$ cat src/bsr_pkg.sv
// Package for the bisection root search block: codes, register map and
// configuration types. Used by every module in src.
package bsr_pkg;

	localparam int TOL_WIDTH      = 31;
	localparam int LIM_WIDTH      = 7;
	localparam int APB_DATA_WIDTH = 32;
	localparam int APB_ADDR_WIDTH = 3;
	localparam int STATUS_WIDTH   = 2;

	localparam logic [TOL_WIDTH-1:0] TOL_RESET = TOL_WIDTH'(1);
	localparam logic [LIM_WIDTH-1:0] LIM_RESET = LIM_WIDTH'(100);

	// Register index taken from paddr[2]
	typedef enum logic [0:0] {
		CFG_TOLERANCE  = 1'b0,
		CFG_ITER_LIMIT = 1'b1
	} cfg_sel_t;

	typedef enum logic [1:0] {
		PH_IDLE = 2'd0,
		PH_LOW  = 2'd1,
		PH_HIGH = 2'd2,
		PH_MID  = 2'd3
	} phase_t;

	typedef enum logic [STATUS_WIDTH-1:0] {
		ST_SUCCESS = 2'd0,
		ST_LIMIT   = 2'd1,
		ST_NO_SIGN = 2'd2,
		ST_INVALID = 2'd3
	} status_t;

	typedef enum logic {
		KIND_REQUEST = 1'b0,
		KIND_DONE    = 1'b1
	} kind_t;

	typedef enum logic {
		OP_START = 1'b0,
		OP_VALUE = 1'b1
	} op_t;

	typedef struct packed {
		logic [TOL_WIDTH-1:0] tolerance;
		logic [LIM_WIDTH-1:0] iteration_limit;
	} cfg_t;

endpackage

$ cat src/bsr_if.sv
// Stream interfaces of the bisection root search: input items and results.
// Valid/ready handshake; depends on nothing but the parameters given.
interface bsr_in_if #(
	parameter int VALUE_WIDTH = 32
);
	logic                   valid;
	logic                   ready;
	logic                   op;
	logic [VALUE_WIDTH-1:0] bracket_low;
	logic [VALUE_WIDTH-1:0] bracket_high;
	logic [VALUE_WIDTH-1:0] func_value;
	logic                   value_invalid;

	modport source (
		output valid, op, bracket_low, bracket_high, func_value, value_invalid,
		input  ready
	);
	modport sink (
		input  valid, op, bracket_low, bracket_high, func_value, value_invalid,
		output ready
	);
endinterface

interface bsr_out_if #(
	parameter int VALUE_WIDTH = 32,
	parameter int ITER_WIDTH  = 7
);
	logic                   valid;
	logic                   ready;
	logic                   kind;
	logic [VALUE_WIDTH-1:0] query_point;
	logic [1:0]             status;
	logic [VALUE_WIDTH-1:0] root;
	logic [ITER_WIDTH-1:0]  iterations_used;

	modport source (
		output valid, kind, query_point, status, root, iterations_used,
		input  ready
	);
	modport sink (
		input  valid, kind, query_point, status, root, iterations_used,
		output ready
	);
endinterface

$ cat src/bisection_root_search.sv
// Bisection root search that drives an external function evaluator. A start
// beat (op 0) carries the bracket; the block answers with a request to evaluate
// f at the low end, then the high end, then successive midpoints, each value
// beat (op 1) returning f at the point last requested or flagging it invalid.
// The search ends with one done beat holding status, root and the number of
// midpoint evaluations. A value beat while no search runs is dropped silently,
// and a start beat always aborts any running search. Each beat is captured in
// an input register, decided in one pass of halving, sign and magnitude logic
// against the search state, and its result is loaded into an output register
// once that register is free or being drained: the block takes one beat per
// cycle while the output side does not stall. While a result waits on the
// output side the input register still takes one beat; a value beat that makes
// no result drops through, but one that makes a result holds the input until
// the sink drains the output. The external evaluator sets the true pace.
// Configure tolerance (byte address 0) and iteration limit (byte address 4)
// over the APB port only while no search is in flight.
module bisection_root_search #(
	parameter int VALUE_WIDTH = 32,
	parameter int ITER_WIDTH  = 7
) (
	input  logic                                clk,
	input  logic                                arst_n,
	input  logic                                psel,
	input  logic                                penable,
	input  logic                                pwrite,
	input  logic [bsr_pkg::APB_ADDR_WIDTH-1:0]  paddr,
	input  logic [bsr_pkg::APB_DATA_WIDTH-1:0]  pwdata,
	output logic [bsr_pkg::APB_DATA_WIDTH-1:0]  prdata,
	output logic                                pready,
	bsr_in_if.sink                              item,
	bsr_out_if.source                           result
);
	import bsr_pkg::*;

	cfg_t cfg;

	// Input stage
	logic                   valid_s1;
	logic                   op_s1;
	logic [VALUE_WIDTH-1:0] bracket_low_s1;
	logic [VALUE_WIDTH-1:0] bracket_high_s1;
	logic [VALUE_WIDTH-1:0] func_value_s1;
	logic                   value_invalid_s1;

	// Decision outputs
	logic                   has_result;
	logic                   kind_c;
	logic [VALUE_WIDTH-1:0] query_point_c;
	logic [1:0]             status_c;
	logic [VALUE_WIDTH-1:0] root_c;
	logic [ITER_WIDTH-1:0]  iterations_c;

	// Output register
	logic                   out_valid_q;
	logic                   kind_q;
	logic [VALUE_WIDTH-1:0] query_point_q;
	logic [1:0]             status_q;
	logic [VALUE_WIDTH-1:0] root_q;
	logic [ITER_WIDTH-1:0]  iterations_q;

	logic advance;
	logic in_take;

	bsr_apb u_apb (
		.clk     (clk),
		.arst_n  (arst_n),
		.psel    (psel),
		.penable (penable),
		.pwrite  (pwrite),
		.paddr   (paddr),
		.pwdata  (pwdata),
		.prdata  (prdata),
		.pready  (pready),
		.cfg     (cfg)
	);

	// Advance the input stage when its beat makes no result or the output
	// register is free or being drained this cycle.
	assign advance = valid_s1 && (!has_result || !out_valid_q || result.ready);
	assign item.ready = !valid_s1 || advance;
	assign in_take    = item.valid && item.ready;

	always_ff @(posedge clk or negedge arst_n) begin
		if (!arst_n) begin
			valid_s1 <= 1'b0;
		end else if (in_take) begin
			valid_s1 <= 1'b1;
		end else if (advance) begin
			valid_s1 <= 1'b0;
		end
	end

	// Payload of the input stage; no reset needed
	always_ff @(posedge clk) begin
		if (in_take) begin
			op_s1            <= item.op;
			bracket_low_s1   <= item.bracket_low;
			bracket_high_s1  <= item.bracket_high;
			func_value_s1    <= item.func_value;
			value_invalid_s1 <= item.value_invalid;
		end
	end

	bsr_core #(
		.VALUE_WIDTH (VALUE_WIDTH),
		.ITER_WIDTH  (ITER_WIDTH)
	) u_core (
		.clk             (clk),
		.arst_n          (arst_n),
		.cfg             (cfg),
		.advance         (advance),
		.op              (op_s1),
		.bracket_low     (bracket_low_s1),
		.bracket_high    (bracket_high_s1),
		.func_value      (func_value_s1),
		.value_invalid   (value_invalid_s1),
		.has_result      (has_result),
		.kind            (kind_c),
		.query_point     (query_point_c),
		.status          (status_c),
		.root            (root_c),
		.iterations_used (iterations_c)
	);

	// Hold the result until the sink takes it; load a new one as it drains
	always_ff @(posedge clk or negedge arst_n) begin
		if (!arst_n) begin
			out_valid_q <= 1'b0;
		end else if (advance && has_result) begin
			out_valid_q <= 1'b1;
		end else if (result.ready) begin
			out_valid_q <= 1'b0;
		end
	end

	always_ff @(posedge clk) begin
		if (advance && has_result) begin
			kind_q        <= kind_c;
			query_point_q <= query_point_c;
			status_q      <= status_c;
			root_q        <= root_c;
			iterations_q  <= iterations_c;
		end
	end

	assign result.valid           = out_valid_q;
	assign result.kind            = kind_q;
	assign result.query_point     = query_point_q;
	assign result.status          = status_q;
	assign result.root            = root_q;
	assign result.iterations_used = iterations_q;

`ifndef SYNTHESIS
	// A request beat carries no status, root or count
	a_request_clean: assert property (@(posedge clk) disable iff (!arst_n)
		result.valid && (result.kind == KIND_REQUEST) |->
			(result.status == ST_SUCCESS) && (result.root == '0)
			&& (result.iterations_used == '0))
		else $error("request beat carries done fields");

	// A failed search reports no root
	a_failed_no_root: assert property (@(posedge clk) disable iff (!arst_n)
		result.valid && (result.kind == KIND_DONE)
		&& ((result.status == ST_NO_SIGN) || (result.status == ST_INVALID)) |->
			(result.root == '0))
		else $error("failed search reports a root");

	// A stalled input stage keeps its beat
	a_stage_hold: assert property (@(posedge clk) disable iff (!arst_n)
		valid_s1 && !advance |=>
			valid_s1 && $stable(op_s1) && $stable(func_value_s1)
			&& $stable(value_invalid_s1))
		else $error("input stage lost a stalled beat");
`endif

endmodule

$ cat src/bsr_apb.sv
// APB-style configuration registers: tolerance and iteration limit.
// Depends on bsr_pkg for the register map and cfg_t.
module bsr_apb (
	input  logic                                clk,
	input  logic                                arst_n,
	input  logic                                psel,
	input  logic                                penable,
	input  logic                                pwrite,
	input  logic [bsr_pkg::APB_ADDR_WIDTH-1:0]  paddr,
	input  logic [bsr_pkg::APB_DATA_WIDTH-1:0]  pwdata,
	output logic [bsr_pkg::APB_DATA_WIDTH-1:0]  prdata,
	output logic                                pready,
	output bsr_pkg::cfg_t                       cfg
);
	import bsr_pkg::*;

	cfg_t     cfg_q;
	cfg_sel_t sel;
	logic     wr_en;

	assign pready = 1'b1;
	assign sel    = cfg_sel_t'(paddr[2]);
	assign wr_en  = psel & penable & pwrite & pready;

	always_ff @(posedge clk or negedge arst_n) begin
		if (!arst_n) begin
			cfg_q.tolerance       <= TOL_RESET;
			cfg_q.iteration_limit <= LIM_RESET;
		end else if (wr_en) begin
			unique case (sel)
				CFG_TOLERANCE:  cfg_q.tolerance       <= pwdata[TOL_WIDTH-1:0];
				CFG_ITER_LIMIT: cfg_q.iteration_limit <= pwdata[LIM_WIDTH-1:0];
				default: ;
			endcase
		end
	end

	always_comb begin
		unique case (sel)
			CFG_TOLERANCE:  prdata = APB_DATA_WIDTH'(cfg_q.tolerance);
			CFG_ITER_LIMIT: prdata = APB_DATA_WIDTH'(cfg_q.iteration_limit);
			default:        prdata = '0;
		endcase
	end

	assign cfg = cfg_q;

endmodule

$ cat src/bsr_core.sv
// Search state and single-pass decision logic of the bisection root search.
// Depends on bsr_pkg for phase, status, kind and configuration types.
module bsr_core #(
	parameter int VALUE_WIDTH = 32,
	parameter int ITER_WIDTH  = 7
) (
	input  logic                   clk,
	input  logic                   arst_n,
	input  bsr_pkg::cfg_t          cfg,
	input  logic                   advance,
	input  logic                   op,
	input  logic [VALUE_WIDTH-1:0] bracket_low,
	input  logic [VALUE_WIDTH-1:0] bracket_high,
	input  logic [VALUE_WIDTH-1:0] func_value,
	input  logic                   value_invalid,
	output logic                   has_result,
	output logic                   kind,
	output logic [VALUE_WIDTH-1:0] query_point,
	output logic [1:0]             status,
	output logic [VALUE_WIDTH-1:0] root,
	output logic [ITER_WIDTH-1:0]  iterations_used
);
	import bsr_pkg::*;

	localparam int MW = ((VALUE_WIDTH > TOL_WIDTH) ? VALUE_WIDTH : TOL_WIDTH) + 1;
	localparam int CW = (ITER_WIDTH > LIM_WIDTH) ? ITER_WIDTH : LIM_WIDTH;

	phase_t                 phase_q, phase_d;
	logic [VALUE_WIDTH-1:0] low_end_q, low_end_d;
	logic [VALUE_WIDTH-1:0] high_end_q, high_end_d;
	logic [VALUE_WIDTH-1:0] low_value_q, low_value_d;
	logic [VALUE_WIDTH-1:0] mid_q, mid_d;
	logic [ITER_WIDTH-1:0]  count_q, count_d;

	logic                   is_start;
	logic [VALUE_WIDTH-1:0] mag_fv, mag_lv;
	logic                   fv_small, lv_small;
	logic                   fv_pos, fv_neg, lv_pos, lv_neg, opposite;
	logic [ITER_WIDTH-1:0]  count_inc;
	logic [LIM_WIDTH-1:0]   lim_eff;
	logic                   limit_hit;
	logic [VALUE_WIDTH:0]   width_diff;
	logic                   width_small, converged;
	logic [VALUE_WIDTH-1:0] next_low, next_high, mid_new;
	logic [VALUE_WIDTH:0]   mid_sum;
	status_t                status_c;
	kind_t                  kind_c;

	assign is_start = (op_t'(op) == OP_START);

	// Magnitudes fit VALUE_WIDTH bits unsigned, the most negative value included
	assign mag_fv   = func_value[VALUE_WIDTH-1] ? (~func_value + 1'b1) : func_value;
	assign mag_lv   = low_value_q[VALUE_WIDTH-1] ? (~low_value_q + 1'b1) : low_value_q;
	assign fv_small = MW'(mag_fv) < MW'(cfg.tolerance);
	assign lv_small = MW'(mag_lv) < MW'(cfg.tolerance);

	assign fv_neg   = func_value[VALUE_WIDTH-1];
	assign fv_pos   = !fv_neg && (func_value != '0);
	assign lv_neg   = low_value_q[VALUE_WIDTH-1];
	assign lv_pos   = !lv_neg && (low_value_q != '0);
	assign opposite = (lv_pos && fv_neg) || (lv_neg && fv_pos);

	// Saturate the midpoint count at the top of its range
	assign count_inc = (count_q == '1) ? count_q : count_q + 1'b1;
	assign lim_eff   = (cfg.iteration_limit == '0) ? LIM_WIDTH'(1) : cfg.iteration_limit;
	assign limit_hit = (CW'(count_inc) >= CW'(lim_eff)) || (count_inc == '1);

	// A reversed bracket counts as narrow enough
	assign width_diff  = {high_end_q[VALUE_WIDTH-1], high_end_q}
	                   - {low_end_q[VALUE_WIDTH-1], low_end_q};
	assign width_small = ($signed(low_end_q) > $signed(high_end_q))
	                   || (MW'(width_diff[VALUE_WIDTH:1]) < MW'(cfg.tolerance));
	assign converged   = fv_small || width_small;

	// Bracket after this value; only the midpoint phase moves an end
	always_comb begin
		next_low  = low_end_q;
		next_high = high_end_q;
		if (phase_q == PH_MID) begin
			if (opposite) next_high = mid_q;
			else          next_low  = mid_q;
		end
	end

	assign mid_sum = {next_low[VALUE_WIDTH-1], next_low} + {next_high[VALUE_WIDTH-1], next_high};
	assign mid_new = mid_sum[VALUE_WIDTH:1];

	// Next state
	always_comb begin
		phase_d     = phase_q;
		low_end_d   = low_end_q;
		high_end_d  = high_end_q;
		low_value_d = low_value_q;
		mid_d       = mid_q;
		count_d     = count_q;
		if (is_start) begin
			phase_d     = PH_LOW;
			low_end_d   = bracket_low;
			high_end_d  = bracket_high;
			low_value_d = '0;
			mid_d       = '0;
			count_d     = '0;
		end else begin
			unique case (phase_q)
				PH_IDLE: ;
				PH_LOW: begin
					if (value_invalid) begin
						phase_d = PH_IDLE;
					end else begin
						phase_d     = PH_HIGH;
						low_value_d = func_value;
					end
				end
				PH_HIGH: begin
					if (value_invalid || !opposite) begin
						phase_d = PH_IDLE;
					end else begin
						phase_d = PH_MID;
						mid_d   = mid_new;
					end
				end
				PH_MID: begin
					count_d = count_inc;
					if (value_invalid || converged || limit_hit) begin
						phase_d = PH_IDLE;
					end else begin
						low_end_d  = next_low;
						high_end_d = next_high;
						mid_d      = mid_new;
						if (!opposite) low_value_d = func_value;
					end
				end
				default: phase_d = PH_IDLE;
			endcase
		end
	end

	// Result beat
	always_comb begin
		has_result      = 1'b0;
		kind_c          = KIND_REQUEST;
		query_point     = '0;
		status_c        = ST_SUCCESS;
		root            = '0;
		iterations_used = '0;
		if (is_start) begin
			has_result  = 1'b1;
			query_point = bracket_low;
		end else begin
			unique case (phase_q)
				PH_IDLE: ;
				PH_LOW: begin
					has_result = 1'b1;
					if (value_invalid) begin
						kind_c   = KIND_DONE;
						status_c = ST_INVALID;
					end else begin
						query_point = high_end_q;
					end
				end
				PH_HIGH: begin
					has_result = 1'b1;
					if (value_invalid) begin
						kind_c   = KIND_DONE;
						status_c = ST_INVALID;
					end else if (!opposite) begin
						kind_c = KIND_DONE;
						if (lv_small)      root = low_end_q;
						else if (fv_small) root = high_end_q;
						else               status_c = ST_NO_SIGN;
					end else begin
						query_point = mid_new;
					end
				end
				PH_MID: begin
					has_result = 1'b1;
					if (value_invalid) begin
						kind_c          = KIND_DONE;
						status_c        = ST_INVALID;
						iterations_used = count_inc;
					end else if (converged || limit_hit) begin
						kind_c          = KIND_DONE;
						status_c        = converged ? ST_SUCCESS : ST_LIMIT;
						root            = mid_q;
						iterations_used = count_inc;
					end else begin
						query_point = mid_new;
					end
				end
				default: ;
			endcase
		end
	end

	assign kind   = kind_c;
	assign status = status_c;

	always_ff @(posedge clk or negedge arst_n) begin
		if (!arst_n) begin
			phase_q     <= PH_IDLE;
			low_end_q   <= '0;
			high_end_q  <= '0;
			low_value_q <= '0;
			mid_q       <= '0;
			count_q     <= '0;
		end else if (advance) begin
			phase_q     <= phase_d;
			low_end_q   <= low_end_d;
			high_end_q  <= high_end_d;
			low_value_q <= low_value_d;
			mid_q       <= mid_d;
			count_q     <= count_d;
		end
	end

endmodule
$ cat src/flat_wrapper.sv
// flat-port wrapper written by rule: the top's interface ports become plain ports
module bisection_root_search_flat import bsr_pkg::*;
#(
	parameter int VALUE_WIDTH = 32,
	parameter int ITER_WIDTH  = 7
)
  (clk, arst_n, psel, penable, pwrite, paddr, pwdata, prdata, pready, item_valid, item_op, item_bracket_low, item_bracket_high, item_func_value, item_value_invalid, item_ready, result_valid, result_kind, result_query_point, result_status, result_root, result_iterations_used, result_ready);
  bsr_in_if #(.VALUE_WIDTH(VALUE_WIDTH)) item_i ();
  bsr_out_if #(.VALUE_WIDTH(VALUE_WIDTH), .ITER_WIDTH(ITER_WIDTH)) result_i ();
  input  logic clk;
  input  logic arst_n;
  input  logic psel;
  input  logic penable;
  input  logic pwrite;
  input  logic [bsr_pkg::APB_ADDR_WIDTH-1:0] paddr;
  input  logic [bsr_pkg::APB_DATA_WIDTH-1:0] pwdata;
  output logic [bsr_pkg::APB_DATA_WIDTH-1:0] prdata;
  output logic pready;
  input wire logic [$bits(item_i.valid)-1:0] item_valid;
  input wire logic [$bits(item_i.op)-1:0] item_op;
  input wire logic [$bits(item_i.bracket_low)-1:0] item_bracket_low;
  input wire logic [$bits(item_i.bracket_high)-1:0] item_bracket_high;
  input wire logic [$bits(item_i.func_value)-1:0] item_func_value;
  input wire logic [$bits(item_i.value_invalid)-1:0] item_value_invalid;
  output wire logic [$bits(item_i.ready)-1:0] item_ready;
  output wire logic [$bits(result_i.valid)-1:0] result_valid;
  output wire logic [$bits(result_i.kind)-1:0] result_kind;
  output wire logic [$bits(result_i.query_point)-1:0] result_query_point;
  output wire logic [$bits(result_i.status)-1:0] result_status;
  output wire logic [$bits(result_i.root)-1:0] result_root;
  output wire logic [$bits(result_i.iterations_used)-1:0] result_iterations_used;
  input wire logic [$bits(result_i.ready)-1:0] result_ready;
  assign item_i.valid = item_valid;
  assign item_i.op = item_op;
  assign item_i.bracket_low = item_bracket_low;
  assign item_i.bracket_high = item_bracket_high;
  assign item_i.func_value = item_func_value;
  assign item_i.value_invalid = item_value_invalid;
  assign item_ready = item_i.ready;
  assign result_valid = result_i.valid;
  assign result_kind = result_i.kind;
  assign result_query_point = result_i.query_point;
  assign result_status = result_i.status;
  assign result_root = result_i.root;
  assign result_iterations_used = result_i.iterations_used;
  assign result_i.ready = result_ready;
  bisection_root_search #(.VALUE_WIDTH(VALUE_WIDTH), .ITER_WIDTH(ITER_WIDTH)) u_core (.clk(clk), .arst_n(arst_n), .psel(psel), .penable(penable), .pwrite(pwrite), .paddr(paddr), .pwdata(pwdata), .prdata(prdata), .pready(pready), .item(item_i), .result(result_i));
endmodule
$ cat config.mk
export PLATFORM = sky130hd
export DESIGN_NAME = bisection_root_search_flat
export DESIGN_NICKNAME = d
export VERILOG_FILES = /design/src/bsr_pkg.sv /design/src/bsr_if.sv /design/src/bisection_root_search.sv /design/src/bsr_apb.sv /design/src/bsr_core.sv /design/src/flat_wrapper.sv
export SDC_FILE = /design/constraint.sdc
export NUM_CORES = 1
export LEC_CHECK = 0
export BUFFER_PORTS_ARGS = -buffer_cell sky130_fd_sc_hd__buf_4
export CAP_MARGIN = 20
export CORE_MARGIN = 3
export CORE_UTILIZATION = 40
export CTS_CLUSTER_DIAMETER = 100
export DETAILED_ROUTE_END_ITERATION = 12
export SYNTH_ARGS = -nofsm -noshare
export SYNTH_HDL_FRONTEND = slang
export SYNTH_SLANG_ARGS = --single-unit
export TNS_END_PERCENT = 1
$ cat constraint.sdc
create_clock -name clk -period 5.5 [get_ports clk]
set_clock_uncertainty 0.1 [all_clocks]
set_input_delay 0.55 -clock clk [delete_from_list [all_inputs] [get_ports clk]]
set_output_delay 0.55 -clock clk [all_outputs]
set_load 0.05 [all_outputs]
After elaboration in Yosys (flattened, before gate mapping)
Cells that the tools add are included.
- register bits after elaboration: 349
- input bits: 140
- add/subtract/negate cells: 5
- order comparisons: 5
- eq/ne operators: 15
- multiplexer cells: 68
- bitwise operators: 5
- reductions and logical operators: 38
- operators with widths (cell ; count):
    2-to-1 mux 32 bit ; 31
    case mux 32 bit (2 select lines) ; 4
    < comparator 32 x 31 -> 1 bit ; 3
    case mux 32 bit (3 select lines) ; 1
    adder 32 x 1 -> 32 bit (second input constant) ; 2
    inverter 32 bit ; 2
    nonzero test 32 bit ; 2
    2-to-1 mux 7 bit ; 6
    adder 32 x 32 -> 33 bit ; 1
    subtractor 32 x 32 -> 33 bit ; 1
    > comparator 32 bit ; 1
    inequality test 3 bit (second input constant) ; 7
    2-to-1 mux 2 bit ; 10
    equality test 7 bit (second input constant) ; 2
    2-to-1 mux 1 bit ; 13
    case mux 2 bit (3 select lines) ; 2
    logical OR 1 bit ; 11
    AND reduction 2 bit ; 4
    adder 7 x 1 -> 7 bit (second input constant) ; 1
    >= comparator 7 bit ; 1
    logical AND 1 bit ; 7
    logical NOT 7 bit ; 1
    logical NOT 1 bit ; 6
    AND reduction 3 bit ; 2
    other kinds (11) ; 15

Logic depth before layout (Yosys ltp)
- depth after elaboration: 11
- depth in mapped cells: 25
- gate-level depth less buffers: 23

Cells and area by module
A second synthesis with hierarchy kept.
- cell total of the unflattened synthesis: 2518
- area total of the unflattened synthesis: 24119.4 um^2
- modules (own cells, without submodules) (module ; times used ; cells each ; area an instance (um^2) ; sequential area each (um^2)):
    bsr_core ; 1 ; 2217 ; 17002.6 ; 3428.3
    bisection_root_search ; 1 ; 182 ; 5286.3 ; 5215.0
    bsr_apb ; 1 ; 119 ; 1830.5 ; 955.9

Least setup slack after synthesis
No wires, ideal clock.
- kind: register to register
- start point: reg u_core.u_core.low_value_q[23]
- end point: reg u_core.query_point_q[29], in the netlist u_core.result.query_point[29], data pin
- library setup time: 0.132 ns
- arrival: 5.263 ns
- slack: 0.005 ns
- stages on the path, launching flop included: 20
- path buffers: 2
- period minus slack after synthesis: 5.495 ns
- path through: dfrtp_1 -> or4_4 -> or4_4 -> nor3_4 -> o31ai_1 -> or2_2 -> clkbuf_1 -> clkbuf_1 -> mux2_2 -> ha_1 -> nor2b_1 -> o21bai_1 -> nand3_1 -> a221oi_1 -> o31a_1 -> o221a_2 -> o21ai_0 -> or4b_2 -> nand3_1 -> a221o_1
- cells in the longest elaborated chain, start to end: 11
- elaborated cells on any way between the ends: 15
- RTL lines (what ; line ; source):
    start: declaration ; bsr_core.sv:31 ; logic [VALUE_WIDTH-1:0] low_value_q, low_value_d;
    start signal: assignment ; bsr_core.sv:210 ; low_value_q <= low_value_d;
    nonzero test 32 bit * ; bsr_core.sv:60 ; assign lv_pos = !lv_neg && (low_value_q != '0);
    logical AND 1 bit * ; bsr_core.sv:60 ;
    logical AND 1 bit * ; bsr_core.sv:61 ; assign opposite = (lv_pos && fv_neg) || (lv_neg && fv_pos);
    logical OR 1 bit * ; bsr_core.sv:61 ;
    2-to-1 mux 32 bit ; bsr_core.sv:80 ; if (opposite) next_high = mid_q;
    2-to-1 mux 32 bit ; bsr_core.sv:79 ; if (phase_q == PH_MID) begin
    adder 32 x 32 -> 33 bit ; bsr_core.sv:85 ; assign mid_sum = {next_low[VALUE_WIDTH-1], next_low} + {next_high[VALUE_WIDTH-1], next_high};
    2-to-1 mux 32 bit, on equally long branches ; bsr_core.sv:181, bsr_core.sv:166 ;
    2-to-1 mux 32 bit, on equally long branches ; bsr_core.sv:177, bsr_core.sv:163 ;
    case mux 32 bit (3 select lines) * ; bsr_core.sv:150 ; unique case (phase_q)
    2-to-1 mux 32 bit * ; bsr_core.sv:146 ; if (is_start) begin
    named net u_core.query_point_c[29] ; bisection_root_search.sv:48 ; logic [VALUE_WIDTH-1:0] query_point_c;
    end signal: assignment ; bisection_root_search.sv:139 ; query_point_q <= query_point_c;
    end: declaration ; bisection_root_search.sv:56 ; logic [VALUE_WIDTH-1:0] query_point_q;
Mark *: on every way through the listed nets, which the timed path passes. The rest lies on a longest branch.
A chain may end at the register's enable or synchronous reset.

Final worst setup path
- start point: reg u_core.u_core.low_value_q[21]
- end point: reg u_core.query_point_q[30], in the netlist u_core.result.query_point[30], data pin
The elaborated chain is that of the path after synthesis.

==> metrics.log <==
INFO  metric layout-drive-gt1-share = 34.2%
INFO  metric die_width = 242 um
INFO  metric yosysWarningCount = 0
INFO  metric synth.cell_area = 22400 um2
INFO  metric detailed_place_hpwl = 54400 um
INFO  metric synth_simple_gate_area_share = 14.4%
INFO  metric worst_ep_required_time = 5.72 ns
INFO  metric start_util = 40.5%
INFO  metric drcViolationCount = 0
INFO  metric synth_top_area_share = 23.1%
INFO  metric port-buffer-count = 243
INFO  metric detail-route-antenna-nets = 0
INFO  metric period_share = 99.0%
INFO  metric rrSetupSlack = 0.05 ns
INFO  metric p_per_area = 685 nW/um2
INFO  metric synthToLayoutAreaGrowth = 33.3%
INFO  metric synthXorXnorAreaFrac = 4.51%
INFO  metric num_io_pins = 249
INFO  metric setup_viol = 0
INFO  metric track_usage = 24.3%
INFO  metric worstReg2RegEnd = u_core.result.query_point[30]
INFO  metric fin_crit = 5.45 ns
INFO  metric syn-instance-count = 2236
INFO  metric synth-compound-area-share = 19.9%
INFO  metric reg2regPathDepth = 18
INFO  metric worst_hold_path_type = in -> reg
INFO  metric crit_arrival = 5.67 ns
INFO  metric cp_max_fo = 7
INFO  metric vert_die_dim = 242 um
INFO  metric detail_route.iter0.violations = 1565
INFO  metric timing.critical_path.to_type = register
INFO  metric source_of_the_critical_timing_path = u_core.u_core.low_value_q[21]
INFO  metric core_region_area = 55200 um2
INFO  metric finalHoldViolations = 0
INFO  metric insertion_delay = 0.57 ns
INFO  metric achievable_clock_frequency = 184 MHz
INFO  metric synth_top_flop_cell = dfrtp_1
INFO  metric post_synthesis_sequential_element_count = 349
INFO  metric hold_slack = 0.0583 ns
INFO  metric worstMarginPinSlew = 0.913 ns
INFO  metric route.detailed.vias_per_inst = 5.63
INFO  metric route.vias.total = 19900
INFO  metric area.sequential = 9600 um2
INFO  metric multiInputGateArea = 12600 um2
INFO  metric ys_top_cells_by_count = nand2_1, dfrtp_1, edfxtp_1
INFO  metric clock-sinks = 349
INFO  metric grt_pass1_vias = 19700
INFO  metric final_net_count = 3055
INFO  metric gp_routability_congestion = 0.896
INFO  metric synthAdderAreaFrac = 9.25%
INFO  metric cts_max_path_buffers = 3
INFO  metric timing.critical_path.cells = or4_4 -> or4_4 -> nor3_4 -> o31ai_4 -> or2_4 -> mux2_4 -> ha_4 -> a21oi_2 -> o31a_1 -> o31ai_4 -> mux2i_2 -> o311ai_4 -> o31a_1 -> a31oi_1 -> buf_4 -> o21ai_2 -> xor2_1 -> a221o_1
INFO  metric rsz0062_at_grt = yes
INFO  metric average_footprint_of_a_synthesized_cell = 10.0 um2
INFO  metric first_pass_iters = 7
INFO  metric critical_path.startpoint_type = register
INFO  metric synthMostInstantiatedCell = nand2_1
INFO  metric final.setup.worst_slack = 0.0524 ns
INFO  metric pre_cts_slack = -0.404 ns
INFO  metric max_ffs_per_register = 38
INFO  metric fp-row-count = 86
INFO  metric design.die.area = 58800 um2
INFO  metric synth_top_cells_by_area = edfxtp_1, dfrtp_1, ha_1
INFO  metric maxSlewViolCount = 0
INFO  metric nFillCells = 4887
INFO  metric yosysTopAreaCell = edfxtp_1
INFO  metric relSlewSlack = 39.1%
INFO  metric cts_buffers = 43
INFO  metric routed_wl = 74100 um
INFO  metric slowest_stage = or4_4
INFO  metric worstHoldStart = item_bracket_high[0]
INFO  metric clk_root_buffer_cell = clkbuf_16
INFO  metric synth_async_sr_flop_share = 50.7%
INFO  metric timing.rr.start = u_core.u_core.low_value_q[21]
INFO  metric path_class = reg -> reg
INFO  metric clkTransAtPathRegs = 0.06 ns
INFO  metric globalRouteOverflowTotal = 0
INFO  metric clock_tree_from_tritoncts = yes
INFO  metric cp_slowest_stage_delay = 0.54 ns
INFO  metric htree_num_levels = 2
INFO  metric synth.distinct_cells = 81
INFO  metric num_antenna_cells = 0
INFO  metric maxCapViolCount = 0
INFO  metric synth.net_count = 2540
INFO  metric synth.yosys.seq_area_share = 42.9%
INFO  metric ir_drop = 0.333 mV
INFO  metric critPathCapture = u_core.result.query_point[30]
INFO  metric grt_pass1_wl = 113000 um
INFO  metric grt_start_max_net_pins = 112
INFO  metric synth_top_family_by_area = compound AO/OA/AOI/OAI gates
INFO  metric muxShareOfSynthArea = 5.17%
INFO  metric run_status = completed
INFO  metric detail_route.wl_per_cell = 21.0 um
INFO  metric grt_antenna_before_repair = 0
INFO  metric cellLeakagePower = 12.9 nW
INFO  metric number_of_enable_type_register_cells_in_the_synthesized_netlist = 172
## cells by family after synthesis
family	Yosys count
muxes	103
AOI/OAI and AO/OA	652
other	2
and+or+nand+nor	628
buffers and inverters	223
xor gates and xnor gates	115
adders and majority gates	164
DFF	349
## worst min-delay path by stage
stage | cells after the start | slack [ns] | to
after floorplan | 0 | 0.15 | u_core.result.valid
after global placement | 1 | 0.39 | u_core.u_apb.cfg[8]
after detailed placement | 1 | 0.39 | u_core.u_apb.cfg[8]
after CTS | 1 | 0.03 | u_core.bracket_high_s1[6]
after global routing | 1 | 0.04 | u_core.bracket_high_s1[0]
final | 1 | 0.06 | u_core.bracket_high_s1[0]
## stage by stage
| stage | TNS (ns) | utilization (%) | power [mW] | area [um2] | std cells |
|---|---|---|---|---|---|
| final | 0 | 54.0 | 20.4 | 29800 | 3533 |
| after CTS | -0.0418 | 52.8 | 19.8 | 29100 | 3521 |
| after floorplan | 0 | - | 11.5 | 22400 | 2236 |
| after global routing | -6.30 | 54.0 | 21.8 | 29800 | 3533 |
| after global placement | -15.06 | 49.6 | 16.1 | 27400 | 3431 |
| after detailed placement | -18.19 | 49.6 | 16.4 | 27400 | 3431 |
## layout by cell type, fill, tap and decap left out, types with 11 or more instances in the layout
cell type / n
ha_1: 154
nor2_1: 77
o21ai_0: 132
dfrtp_1: 173
a221o_1: 26
edfxtp_1: 172
a2bb2oi_1: 62
nor4_1: 12
clkbuf_16: 48
nand4_1: 22
buf_12: 21
or2_2: 66
o31ai_1: 59
buf_4: 557
nor2b_1: 42
inv_1: 102
or3_1: 11
a22o_1: 14
a21oi_1: 115
mux2_2: 99
o21a_1: 11
nand2_1: 222
nand3_1: 39
nor3b_1: 31
nor3_1: 17
xor2_1: 18
o21ai_1: 19
a31oi_1: 11
a21o_1: 53
nand2b_1: 24
o31ai_2: 27
xnor2_1: 95
## critical path: cells and delay by family, from the launching register on
kind / cells / cell delay (ns)
AND/OR/NAND/NOR: 4 / 1.74
adder cells (fa/ha/maj): 1 / 0.24
buffers and inverters: 1 / 0.16
XOR/XNOR: 1 / 0.19
AO/OA/AOI/OAI: 9 / 1.82
flip-flops: 1 / 0.39
multiplexers: 2 / 0.56
## final cells by class
cell class / count / area share (%)
clock buffer: 53 / 4.16
clock inverter: 26 / 0.953
inverter: 105 / 1.32
multi-input combinational: 1664 / 42.3
sequential: 349 / 32.2
tap: 748 / 3.14
timing repair buffer: 588 / 15.9
## report_power, final
group          internal, mW  total, mW  switching (mW)
Sequential             3.52       4.13           0.611
Combinational          6.04       13.2            7.20
Clock                  1.84       3.03            1.19
## timing repair
action,in CTS,in global routing
gates cloned,0,1
hold buffers,1,0
setup endpoints to repair,178,196
pin swaps,18,50
gates resized for setup,27,121
buffers inserted,10,13
hold endpoints to repair,62,0
## layer usage
layer  routed length, um  vias to the layer above  global-route usage [%]
li1                    -                     9344                       -
met1               32000                     9771                    32.3
met2               35600                      649                    40.8
met3                4030                      138                    3.12
met4                2550                        0                    8.61
met5                   0                        -                       0
(Power assumes the default switching activity.)
